`src/rtl/core/sfir_pkg.sv`:
```
`timescale 1ns / 1ps
// ----------------------------------------------------------------------------
// Stereo FIR package
// Shared constants, register indexes and controller/datapath interface types.
// ----------------------------------------------------------------------------
package sfir_pkg;

  localparam int TAPS_DEFAULT = 64;

  localparam logic CMD_SAMPLE = 1'b0;
  localparam logic CMD_LOAD   = 1'b1;

  localparam int CFG_IW = 3;
  localparam int CFG_DW = 16;

  localparam logic [CFG_IW-1:0] REG_FILTER_SELECT  = 3'd0;
  localparam logic [CFG_IW-1:0] REG_GAIN_LEFT      = 3'd1;
  localparam logic [CFG_IW-1:0] REG_GAIN_RIGHT     = 3'd2;
  localparam logic [CFG_IW-1:0] REG_LIMITER_ENABLE = 3'd3;
  localparam logic [CFG_IW-1:0] REG_ATTACK_COEFF   = 3'd4;
  localparam logic [CFG_IW-1:0] REG_RELEASE_COEFF  = 3'd5;

  localparam logic [1:0]  BANK_LOW  = 2'd0;
  localparam logic [1:0]  BANK_HIGH = 2'd1;
  localparam logic [1:0]  BANK_BAND = 2'd2;

  localparam logic [15:0] ONE_Q15         = 16'd32768;
  localparam logic [15:0] GAIN_RESET      = 16'd9830;
  localparam logic [15:0] ATTACK_RESET    = 16'd3277;
  localparam logic [15:0] RELEASE_RESET   = 16'd328;

  localparam int IN_DW  = 88;
  localparam int OUT_DW = 32;

  typedef struct packed {
    logic accept_sample;
    logic accept_load;
    logic run;
    logic gain_lo;
    logic gain_hi;
    logic finish;
  } cmd_t;

  typedef struct packed {
    logic last_tap;
    logic pipe_busy;
    logic out_free;
  } sts_t;

endpackage

```
`src/rtl/core/sfir_ctrl.sv`:
```
`timescale 1ns / 1ps
// ----------------------------------------------------------------------------
// Stereo FIR controller
// Sequences input acceptance, the tap loop, pipeline drain, gain and result.
// ----------------------------------------------------------------------------
module sfir_ctrl (
  input  logic          clk,
  input  logic          rst_n,
  input  logic          in_tvalid,
  input  logic          in_tuser,
  output logic          in_tready,
  input  sfir_pkg::sts_t sts,
  output sfir_pkg::cmd_t cmd
);

  typedef enum logic [5:0] {
    S_IDLE  = 6'b000001,
    S_RUN   = 6'b000010,
    S_DRAIN = 6'b000100,
    S_GLO   = 6'b001000,
    S_GHI   = 6'b010000,
    S_FIN   = 6'b100000
  } state_t;

  state_t state_r, state_nxt;
  logic   fire;

  assign in_tready = (state_r == S_IDLE);
  assign fire      = in_tvalid && in_tready;

  always_comb begin
    state_nxt = state_r;
    case (state_r)
      S_IDLE: begin
        if (fire && (in_tuser == sfir_pkg::CMD_SAMPLE)) state_nxt = S_RUN;
      end
      S_RUN: begin
        if (sts.last_tap) state_nxt = S_DRAIN;
      end
      S_DRAIN: begin
        if (!sts.pipe_busy) state_nxt = S_GLO;
      end
      S_GLO: state_nxt = S_GHI;
      S_GHI: state_nxt = S_FIN;
      S_FIN: begin
        if (sts.out_free) state_nxt = S_IDLE;
      end
      default: state_nxt = S_IDLE;
    endcase
  end

  always_ff @(posedge clk) begin
    if (!rst_n) begin
      state_r <= S_IDLE;
    end else begin
      state_r <= state_nxt;
    end
  end

  always_comb begin
    cmd.accept_sample = fire && (in_tuser == sfir_pkg::CMD_SAMPLE);
    cmd.accept_load   = fire && (in_tuser == sfir_pkg::CMD_LOAD);
    cmd.run           = (state_r == S_RUN);
    cmd.gain_lo       = (state_r == S_GLO);
    cmd.gain_hi       = (state_r == S_GHI);
    cmd.finish        = (state_r == S_FIN);
  end

endmodule

```
`config.mk`:
```
export PLATFORM = sky130hd
export DESIGN_NAME = sfir_ctrl
export DESIGN_NICKNAME = d
export VERILOG_FILES = /design/src/rtl/core/sfir_pkg.sv /design/src/rtl/core/sfir_ctrl.sv
export SDC_FILE = /design/constraint.sdc
export NUM_CORES = 1
export LEC_CHECK = 0
export ABC_AREA = 1
export ABC_CLOCK_PERIOD_IN_PS = 1550
export BUFFER_PORTS_ARGS = -buffer_cell sky130_fd_sc_hd__buf_2
export CAP_MARGIN = 20
export CORE_AREA = 2 2 39 41
export CTS_CLUSTER_DIAMETER = 30
export DETAILED_ROUTE_END_ITERATION = 8
export DIE_AREA = 0 0 41 43
export GPL_TIMING_DRIVEN = 0
export PLACE_DENSITY_LB_ADDON = 0.1
export SLEW_MARGIN = 40
export SYNTH_ARGS = -nofsm -noshare
export SYNTH_HDL_FRONTEND = slang
export SYNTH_SLANG_ARGS = --single-unit
```
`constraint.sdc`:
```
create_clock -name clk -period 1.55 [get_ports clk]
set_input_delay 0.2325 -clock clk [delete_from_list [all_inputs] [get_ports clk]]
set_output_delay 0.2325 -clock clk [all_outputs]
set_load 0.02 [all_outputs]
```
Word level (Yosys, flattened, before mapping)
Index checks and enable logic that the tools add are counted.

Output and inout bits: 7. Input port bits: 7. Register bits: 6. Word-level logic and storage cells: 21.

Reduce and logical (&&, ||, !) cells: 4. Bitwise operators: 1. Multiplexer cells: 5. Equal/unequal tests: 10.

Operators with widths (count): $pmux W6 S6 (1); $mux W6 (4); $eq A6 B1 Y1 const B (1); $eq A6 B2 Y1 const B (1); $eq A6 B3 Y1 const B (1); $eq A6 B4 Y1 const B (1); $eq A6 B5 Y1 const B (1); $eq A6 B6 Y1 const B (1); $ne A2 B2 Y1 const B (3); $reduce_and A4 Y1 (1); $logic_and A1 B1 Y1 (3); $ne A2 B1 Y1 const B (1); $not A1 Y1 (1).

Longest topological paths before layout
Gate-level depths: netlist of run 1.

Depth in word-level cells: 5. Depth in mapped cells: 8. Depth with buffers taken out: 8.

Least setup slack after synthesis of run 1
Ideal clock, no wire load.

Path kind: register to output. Start point: register state_r[4]. End point: output cmd[4] (netlist bit). Path buffers: 0. Data required time: 1.317 ns. Cell stages (with the launch flop): 6. Setup slack: 0.199 ns. Arrival: 1.119 ns. Cell sequence: dfxtp_1 -> nor2_4 -> nand2_4 -> nor2_8 -> nand2_4 -> nor2_1.

RTL lines: start: declaration (line sfir_ctrl.sv:25) `state_t state_r, state_nxt;`; start signal: assignment (line sfir_ctrl.sv:56) `state_r <= state_nxt;`; end: declaration (line sfir_ctrl.sv:13) `output sfir_pkg::cmd_t cmd`.

==> run metrics, run 1 <==
initial antenna violation count=0; vias in the first global route=about 380; Chip Width=a little over 40 um; slowest stage cell on the critical path=dfxtp_2; most flop-heavy register=state_r; via count=429; DR iter-0 viols=6; drt first pass iters=3; row count=14; leak pwr=0.333 nW; post-route cell area=roughly 600 sq um; Seq/Total Area, Yosys=0.295; Vias/cell=approximately 4.4; min-delay worst type=primary input to flip-flop; first-pass GRT wire length=1570 um; Die Area=0.00176 sq mm; wire per inst=roughly 10 um; final hold violations=0; input/output buffers=13; routability cong.=0.713; Skew-Pair Late Insertion Delay=0.25 ns; Root Driver=clkbuf_4; minimum clock period=between 1.5 and 2 ns; Post-synth EDFFs=0; Slew Limit Fails=0; Synth Warn #=0; crit path from=state_r[2]$_SDFFE_PN0P_; total core area=approximately 0.0014 sq mm; CTS Buf Count=3; reg2reg start=state_r[1]$_SDFFE_PN0P_; Worst Setup Slack, final=slightly below 0.05 ns; most common cell in the netlist=inv_1; layout cells sized above 1=0.444; Initial Utilization=0.294; Congestion Overflow GR=0; Main synth FF type=dfxtp_1; period utilization=0.968; Synth cell types=16; clock sink total=6; worst-path maximum fanout=4; syn_nets=65; Crit path required time=around 1.3 ns; Crit Path Category=flip-flop to output port; family with the most delay on the worst path=simple AND/OR/NAND/NOR gates; routed wire length=a little under 1000 um; Mapped Cells=58; Max Cap Viol=0; normalized max-slew margin=0.878; Max rail drop VDD=0.000720 V; crit path capture type=output port; CP Data Arrival Time=1.27 ns; CTS tree=done; synth cell count leaders=inv_1 (12), nor2_1 (10), nand2_1 (7); Clk pin slew, worst setup/hold paths=about 0.04 ns; DRC viols=0; # diodes=0; Total GRT Usage=0.138; power per cell area=between 1000 and 1500 mW/mm^2; post-synth top area share=0.295; cell taking the most area after synthesis=dfxtp_1; Mapped Avg Cell Area=7.01 sq um; status=finished clean; IO Count=14; Finish-stage setup viols=0; DP HPWL=between 700 and 800 um; H-tree depth=1; RSZ-0062 raised after global routing=true; nets=90; critical path launch point type=flip-flop; largest net degree at the start of global routing=6; fmax=666 MHz; Reg area=roughly 120 sq um; FF+latch count, synth=6; pre-CTS WS=around 0.22 ns; Setup Skew=~0.0045 ns; critical path's largest stage delay=0.33 ns; clk buf depth=2; WP buf/inv=1; die height=43 um; CP Cell Sequence=nor2_4 -> nand2_4 -> nor2_8 -> nand2_4 -> nor2_4 -> buf_6; max reg flops=6; Synth area leaders=dfxtp_1 (30%), inv_1 (11%), nor2_1 (9.2%), nor2_4 (8.3%), nand4_1 (7.7%); area of the multi-input gates=between 200 and 250 sq um; fillers=roughly 160; area growth from synthesis to layout=45.8%; Worst Tran Pin Value=around 0.18 ns; hold path startpoint=rst_n; top flop regs=state_r x6; area post-placement=about 490 sq um; post-route ant nets=0; asr flop ratio synth=0; Mapped Area=roughly 410 sq um
-- worst min-delay path, stage by stage --
cell and delay (ns):
buf_2 0.10, nand2_1 0.05, nor2_1 0.03
-- worst paths after layout --
check / slack, ns / end / cells after the start
worst max-delay path: 0.05 / cmd[5] / 6
worst min-delay path: 0.21 / state_r[2]$_SDFFE_PN0P_ / 3
worst max register to register: 0.16 / state_r[2]$_SDFFE_PN0P_ / 9
worst min register to register: 0.56 / state_r[4]$_SDFFE_PN0P_ / 2
-- metrics by stage --
step                instances  hold WS (ns)  TNS [ns]  total power, W  utilization
detailed placement         87         0.476         0        0.000609        0.355
global placement           87         0.475         0        0.000607        0.355
CTS                        92         0.215         0        0.000764        0.386
global route               97         0.215   -0.0309        0.000936        0.429
floorplan                  58         0.353         0        0.000526            -
finish                     97         0.207         0        0.000873        0.429
-- where the power goes --
group / leakage, nW / switching, W / internal [W]
combinational: 0.269 / 0.000272 / 0.000236
sequential: 0.0498 / 0.0000295 / 0.000183
clock: 0.0138 / 0.0000641 / 0.0000881
-- layout by cell type (no fill, tap or decap), drive strengths merged --
master / n
nand2: 9
dfxtp: 6
o21ai: 1
a21oi: 3
o21bai: 1
nor2: 14
clkbuf: 3
inv: 13
and2: 1
buf: 20
nand4: 5
nor3: 1
nand3: 4
-- area by class of cell --
class	instances	area share
multi-input cells	39	0.418
well taps	16	0.0338
inverters	13	0.0823
flip-flops and latches	6	0.207
clock buffers	3	0.0380
repair buffers	20	0.222
-- per-layer routing --
metal | vias up | part of all wire | global-route usage
li1 | 230 | - | -
met2 | 12 | 0.51 | 0.197
met5 | - | 0 | 0
met4 | 0 | 0.034 | 0.120
met1 | 183 | 0.40 | 0.161
met3 | 4 | 0.050 | 0.0314
-- kinds of logic after synthesis --
group                  after synthesis  share of synthesized area
AO/OA/AOI/OAI                        5                     0.0862
flip-flops                           6                      0.295
AND/OR/NAND/NOR                     34                      0.498
buffers and inverters               13                      0.120
-- repair_timing --
action	in CTS	in global routing
hold buffers	0	0
pin swaps	2	6
setup buffers	2	5
resized for setup	2	8
endpoints found under the setup margin	3	6
Power figures use the tool's default switching activity.
==> run 2, diff against run 1 <==
==> constraint.sdc (replaced) <==
create_clock -name clk -period 1.55 [get_ports clk]
set_input_delay 0.31 -clock clk [delete_from_list [all_inputs] [get_ports clk]]
set_output_delay 0.31 -clock clk [all_outputs]
set_load 0.02 [all_outputs]
==> run 2 against run 1 <==
The run now ends with setup timing left. Non-clock buffer count unchanged. Clock skew is 0.00098 ns lower. Critical path depth did not move. Combinational power shrank 1%. Flip-flop and latch count unchanged. First-iteration DRC count did not move. Maximum frequency shrank 3.4%. Final cell count unchanged. Critical path type unchanged. Largest power group unchanged.
==> run metrics, run 2 (same netlist as run 1, synthesis figures left out) <==
IO Count=14; DP HPWL=701 um; Switching Power=between 0.0003 and 0.0004 W; Clock power frac=0.173; CTS Buf Count=3; minimum clock period=about 1.6 ns; critical path's largest stage delay=0.33 ns; Setup Skew=around 0.0035 ns; CTS tree=done; Crit Path Category=flip-flop to output port; Reg area=about 130 sq um; Worst Hold Path EP=state_r[2]$_SDFFE_PN0P_; Switching Share=0.422; largest net degree at the start of global routing=6; post-route ant nets=0; Worst Setup Slack, final=-0.00365 ns; post-cts hold buffer count=0; most frequent cells in the layout=inv_1 (10), buf_4 (10), nor2_1 (8); Initial Utilization=0.294; Finish-stage setup viols=1; total power=between 0.0008 and 0.0009 W; final non-filler cell total=97; RSZ-0062 raised after global routing=true; reg2reg path depth=9; Die Area=approximately 0.0018 sq mm; slowest stage cell on the critical path=dfxtp_2; violated checks=setup timing; reg2reg start=state_r[1]$_SDFFE_PN0P_; DRC viols=0; area growth from synthesis to layout=51.4%; vias in the first global route=394; Hold Path Cell Cnt=3; fillers=roughly 150; Total Neg Setup Slack=-0.00365 ns; pre-CTS WS=around 0.14 ns; FF-to-FF setup slack=around 0.15 ns; DR iter-0 viols=6; clock sink total=6; DR top layer=met4; input/output buffers=13; Skew-Pair Late Insertion Delay=0.25 ns; placed cell count=87; Root Driver=clkbuf_4; end-of-flow core utilization=0.445; WP buf/inv=1; hold path startpoint=rst_n; routed wire length=approximately 1000 um; period utilization=1.00; Vias/cell=between 4 and 5; stages on the worst setup path=6; max reg flops=6; worst-path maximum fanout=4; nets=90; family with the most delay on the worst path=simple AND/OR/NAND/NOR gates; min-delay worst type=primary input to flip-flop; top flop regs=state_r x6; die height=roughly 43 um; Crit Reg-Reg Endpoint=state_r[2]$_SDFFE_PN0P_; Clk pin slew, worst setup/hold paths=0.04 ns; final hold violations=0; power per cell area=approximately 1400 mW/mm^2; Met3 Routed Length=43 um; Crit path required time=1.24 ns; DRT met1 WL=~400 um; initial antenna violation count=0; Slew Limit Fails=0; logic gate share of total power=0.580; total core area=around 0.0014 sq mm; Worst Tran Pin Value=between 0.15 and 0.2 ns; normalized max-slew margin=0.877; Max rail drop VDD=0.000704 V; Total GRT Usage=0.143; clk buf depth=2; wire per inst=10.1 um; CP Data Arrival Time=between 1 and 1.5 ns; Chip Width=between 40 and 50 um; row count=14; drt first pass iters=4; Max Cap Viol=0; first-pass GRT wire length=1630 um; CP Cell Sequence=nor2_4 -> nand2_4 -> nor2_8 -> nand2_4 -> nor2_4 -> buf_6; routability cong.=~0.7; status=complete, but fails checks; fmax=between 600 and 700 MHz; Congestion Overflow GR=0; # diodes=0; critical path launch point type=flip-flop; H-tree depth=1; crit path capture type=output port; Met2 Routed Length=between 400 and 500 um; most flop-heavy register=state_r; sequential power share=0.247; via count=approximately 450; leak pwr=between 0.3 and 0.4 nW; layout cells sized above 1=0.519; Int Power=about 0.0005 W; area of the multi-input gates=approximately 260 sq um
[run 2: cell types whose count changed in the layout (fill, tap and decap cells not counted)]
| cell | delta |
|---|---|
| nor2_2 | +1 |
| inv_1 | -2 |
| dfxtp_1 | -2 |
| inv_2 | +2 |
| nand3_2 | +1 |
| buf_2 | -2 |
| buf_6 | +2 |
| nor2_1 | -1 |
| dfxtp_2 | +2 |
| nand3_1 | -1 |
[run 2: repair_timing]
| action | 4_1_cts | 5_1_grt |
|---|---|---|
| gates resized for setup | 9 | 11 |
| pin swaps | 4 | 5 |
| setup buffers | 5 | 2 |
| setup endpoints to repair | 4 | 6 |
[run 2: how the worst max path moves through the flow]
stage                       startpoint  endpoint  slack [ns]
2_1_floorplan  state_r[4]$_SDFFE_PN0P_    cmd[4]        0.12
3_3_place_gp   state_r[4]$_SDFFE_PN0P_    cmd[5]        0.14
3_5_place_dp   state_r[4]$_SDFFE_PN0P_    cmd[5]        0.14
4_1_cts        state_r[3]$_SDFFE_PN0P_    cmd[4]       -0.01
5_1_grt        state_r[2]$_SDFFE_PN0P_    cmd[5]       -0.07
6_report       state_r[2]$_SDFFE_PN0P_    cmd[5]      -0.004
[run 2: final cells by class]
class	count	share of cell area
multi-input cells	39	0.415
repair buffers	20	0.234
inverters	13	0.0793
clock buffers	3	0.0366
well taps	16	0.0325
flip-flops and latches	6	0.203
[run 2: per-stage QoR]
stage	cell area, sq um	hold WS (ns)
detailed placement	492	0.553
finish	616	0.287
global placement	492	0.552
floorplan	407	0.430
CTS	573	0.285
global route	616	0.293
[run 2: metal layers]
| layer | global-route usage | up-vias |
|---|---|---|
| met5 | 0 | - |
| met3 | 0.0314 | 4 |
| li1 | - | 232 |
| met2 | 0.206 | 12 |
| met1 | 0.167 | 197 |
| met4 | 0.120 | 0 |
[run 2: tightest hold or removal path: stages]
cell and delay (ns):
buf_2 0.10, nand2_1 0.05, nor2_1 0.03
[run 2: power groups by stage]
stage,clock network [W],registers [W],logic [W]
2_1_floorplan,0,0.000202,0.000324
3_3_place_gp,0,0.000206,0.000401
3_5_place_dp,0,0.000206,0.000402
4_1_cts,0.000154,0.000208,0.000479
5_1_grt,0.000165,0.000217,0.000554
6_report,0.000151,0.000215,0.000503
==> run 3, diff against run 2 <==
--- a/config.mk
+++ b/config.mk
@@ -5,7 +5,7 @@
 export SDC_FILE = /design/constraint.sdc
 export NUM_CORES = 1
 export LEC_CHECK = 0
-export ABC_AREA = 1
+export ABC_AREA = 0
 export ABC_CLOCK_PERIOD_IN_PS = 1550
 export BUFFER_PORTS_ARGS = -buffer_cell sky130_fd_sc_hd__buf_2
 export CAP_MARGIN = 20
==> run 3 against run 2 <==
The run still ends with setup timing left. Maximum frequency shrank 20%. Global-route usage grew 0.26 points. Setup slack lost 0.39 ns. Total power shrank 53%. Critical endpoint is now cmd[0].
==> run metrics, run 3 <==
area growth from synthesis to layout=67.6%; DRC viols=0; post-synth top area share=0.324; Synth cell types=26; # diodes=0; Total GRT Usage=0.145; multiplexer share of the synthesized area=0; post-route ant nets=0; CTS tree=done; drt first pass iters=1; Synth Warn #=0; via count=a little over 400; CTS Buf Count=3; Post-synth EDFFs=0; Switching Share=0.281; crit path capture type=output port; Int Power=just under 0.0003 W; minimum clock period=slightly below 2 ns; final hold violations=0; post-synthesis compound-gate area fraction=0.162; die height=roughly 43 um; largest net degree at the start of global routing=9; family with the most delay on the worst path=simple AND/OR/NAND/NOR gates; FF+latch count, synth=6; WP buf/inv=2; vias in the first global route=~390; total core area=0.00138 sq mm; commonest non-fill, non-tap cell in the layout=buf_2; Chip Width=slightly above 40 um; H-tree depth=1; routed wire length=just over 1000 um; Die Area=0.00176 sq mm; most flop-heavy register=state_r; Finish-stage setup viols=11; Mapped Avg Cell Area=just over 8 sq um; row count=14; normalized max-slew margin=0.636; worst-path maximum fanout=3; Root Driver=clkbuf_4; status=complete, but fails checks; DP HPWL=720 um; IO Count=14; Mapped Area=between 300 and 400 sq um; syn_nets=53; power per cell area=661 mW/mm^2; CP Data Arrival Time=1.63 ns; sequential power share=0.410; critical path launch point type=flip-flop; CP Cell Sequence=or4_4 -> buf_6 -> nor3b_4 -> buf_6; logic gate share of total power=0.241; Crit Path Category=flip-flop to output port; Max Cap Viol=0; Clock power frac=0.349; largest family of logic cells by synthesized area=simple AND/OR/NAND/NOR gates; Initial Utilization=0.268; layout cells sized above 1=0.576; clk buf depth=2; hold path startpoint=rst_n; input/output buffers=13; fmax=around 500 MHz; DR iter-0 viols=0; Max rail drop VDD=0.000318 V; max reg flops=6; Congestion Overflow GR=0; crit path from=state_r[2]$_SDFFE_PN0P_; Worst Tran Pin Value=between 0.5 and 0.6 ns; min-delay worst type=primary input to flip-flop; cell taking the most area after synthesis=dfxtp_1; Vias/cell=just under 5; initial antenna violation count=0; violated checks=setup timing; Worst Setup Slack, final=-0.390 ns; slowest stage cell on the critical path=or4_4; Total Neg Setup Slack=-2.31 ns; Switching Power=approximately 0.00012 W; clock sink total=6; Synth Area in Simple Gates=0.459; reg2reg start=state_r[2]$_SDFFE_PN0P_; Seq/Total Area, Yosys=0.324; critical path's largest stage delay=between 0.5 and 0.6 ns; Mapped Cells=46; Skew-Pair Late Insertion Delay=about 0.24 ns; Crit path required time=1.24 ns; asr flop ratio synth=0; synth cell count leaders=dfxtp_1 (6), nand2_1 (4), nor3_1 (4); Post-Synth Adder-Cell Area=0; Main synth FF type=dfxtp_1; most common cell in the netlist=dfxtp_1; first-pass GRT wire length=~1700 um; Clk pin slew, worst setup/hold paths=approximately 0.050 ns; leak pwr=0.267 nW; wire per inst=between 10 and 15 um; xor and xnor area share after synthesis=0.0236; most frequent cells in the layout=buf_2 (9), buf_6 (6); routability cong.=slightly above 0.7; RSZ-0062 raised after global routing=true; Synth area leaders=dfxtp_1 (32%), nor3b_1 (6.1%), nor3_1 (5.4%), nor2b_1 (5.1%), a21boi_0 (4.1%); nets=75; final non-filler cell total=82; most frequent CP cell=buf_6; Setup Skew=between 0.008 and 0.009 ns; placed cell count=75; Slew Limit Fails=0; top flop regs=state_r x6; period utilization=1.25
==> run 3: power by group through the flow <==
stage,sequential [W],combinational (W),clock [W]
2_1_floorplan,0.000164,0.0000573,0
3_3_place_gp,0.000165,0.0000808,0
3_5_place_dp,0.000164,0.0000811,0
4_1_cts,0.000168,0.0000948,0.000150
5_1_grt,0.000169,0.000110,0.000160
6_report,0.000168,0.0000991,0.000143
==> run 3: final timing paths <==
| path | end | slack (ns) | depth (start not counted) |
|---|---|---|---|
| hold / removal | state_r[5]$_SDFFE_PN0P_ | 0.33 | 2 |
| setup / recovery | cmd[0] | -0.39 | 4 |
| hold reg to reg | state_r[3]$_SDFFE_PN0P_ | 0.53 | 3 |
| setup reg to reg | state_r[0]$_SDFFE_PN1P_ | -0.29 | 4 |
==> run 3: cell families (layout without fill, tap and decap cells) <==
logic type	after synthesis	count (layout)
simple gates	28	28
buf+inv	3	23
compound gates	8	8
xor+xnor	1	1
flops	6	6
==> run 3: through the flow <==
step / setup WS, ns / util / instance area (sq um) / hold slack, ns / power [W]
final: -0.390 / 0.448 / 621 / 0.326 / 0.000410
after global routing: -0.441 / 0.448 / 621 / 0.345 / 0.000439
after CTS: -0.395 / 0.422 / 584 / 0.327 / 0.000413
after detailed placement: -0.210 / 0.343 / 474 / 0.581 / 0.000245
after global placement: -0.233 / 0.343 / 474 / 0.577 / 0.000245
after floorplan: -0.184 / - / 389 / 0.428 / 0.000221
==> run 3: what timing repair did <==
item / in CTS / in global routing
resized for setup: 14 / 12
endpoints found under the hold margin: 0 / 0
setup endpoints to repair: 10 / 12
gates cloned: 0 / 0
hold buffers: 0 / 0
setup buffers: 6 / 2
pin swaps: 5 / 3
==> run 3: layer usage <==
metal / routed length [um] / global-route usage
met4: 0 / 0.0800
met1: 444 / 0.199
met2: 550 / 0.213
met5: 0 / 0
met3: 32 / 0.0157
==> run 3: layout make-up <==
type | instances | area (sq um)
fill | 147 | 763
tap | 16 | 20.0
multi-input combinational | 37 | 308
timing repair buffer | 18 | 135
inverter | 2 | 7.51
clock buffer | 3 | 22.5
sequential | 6 | 128
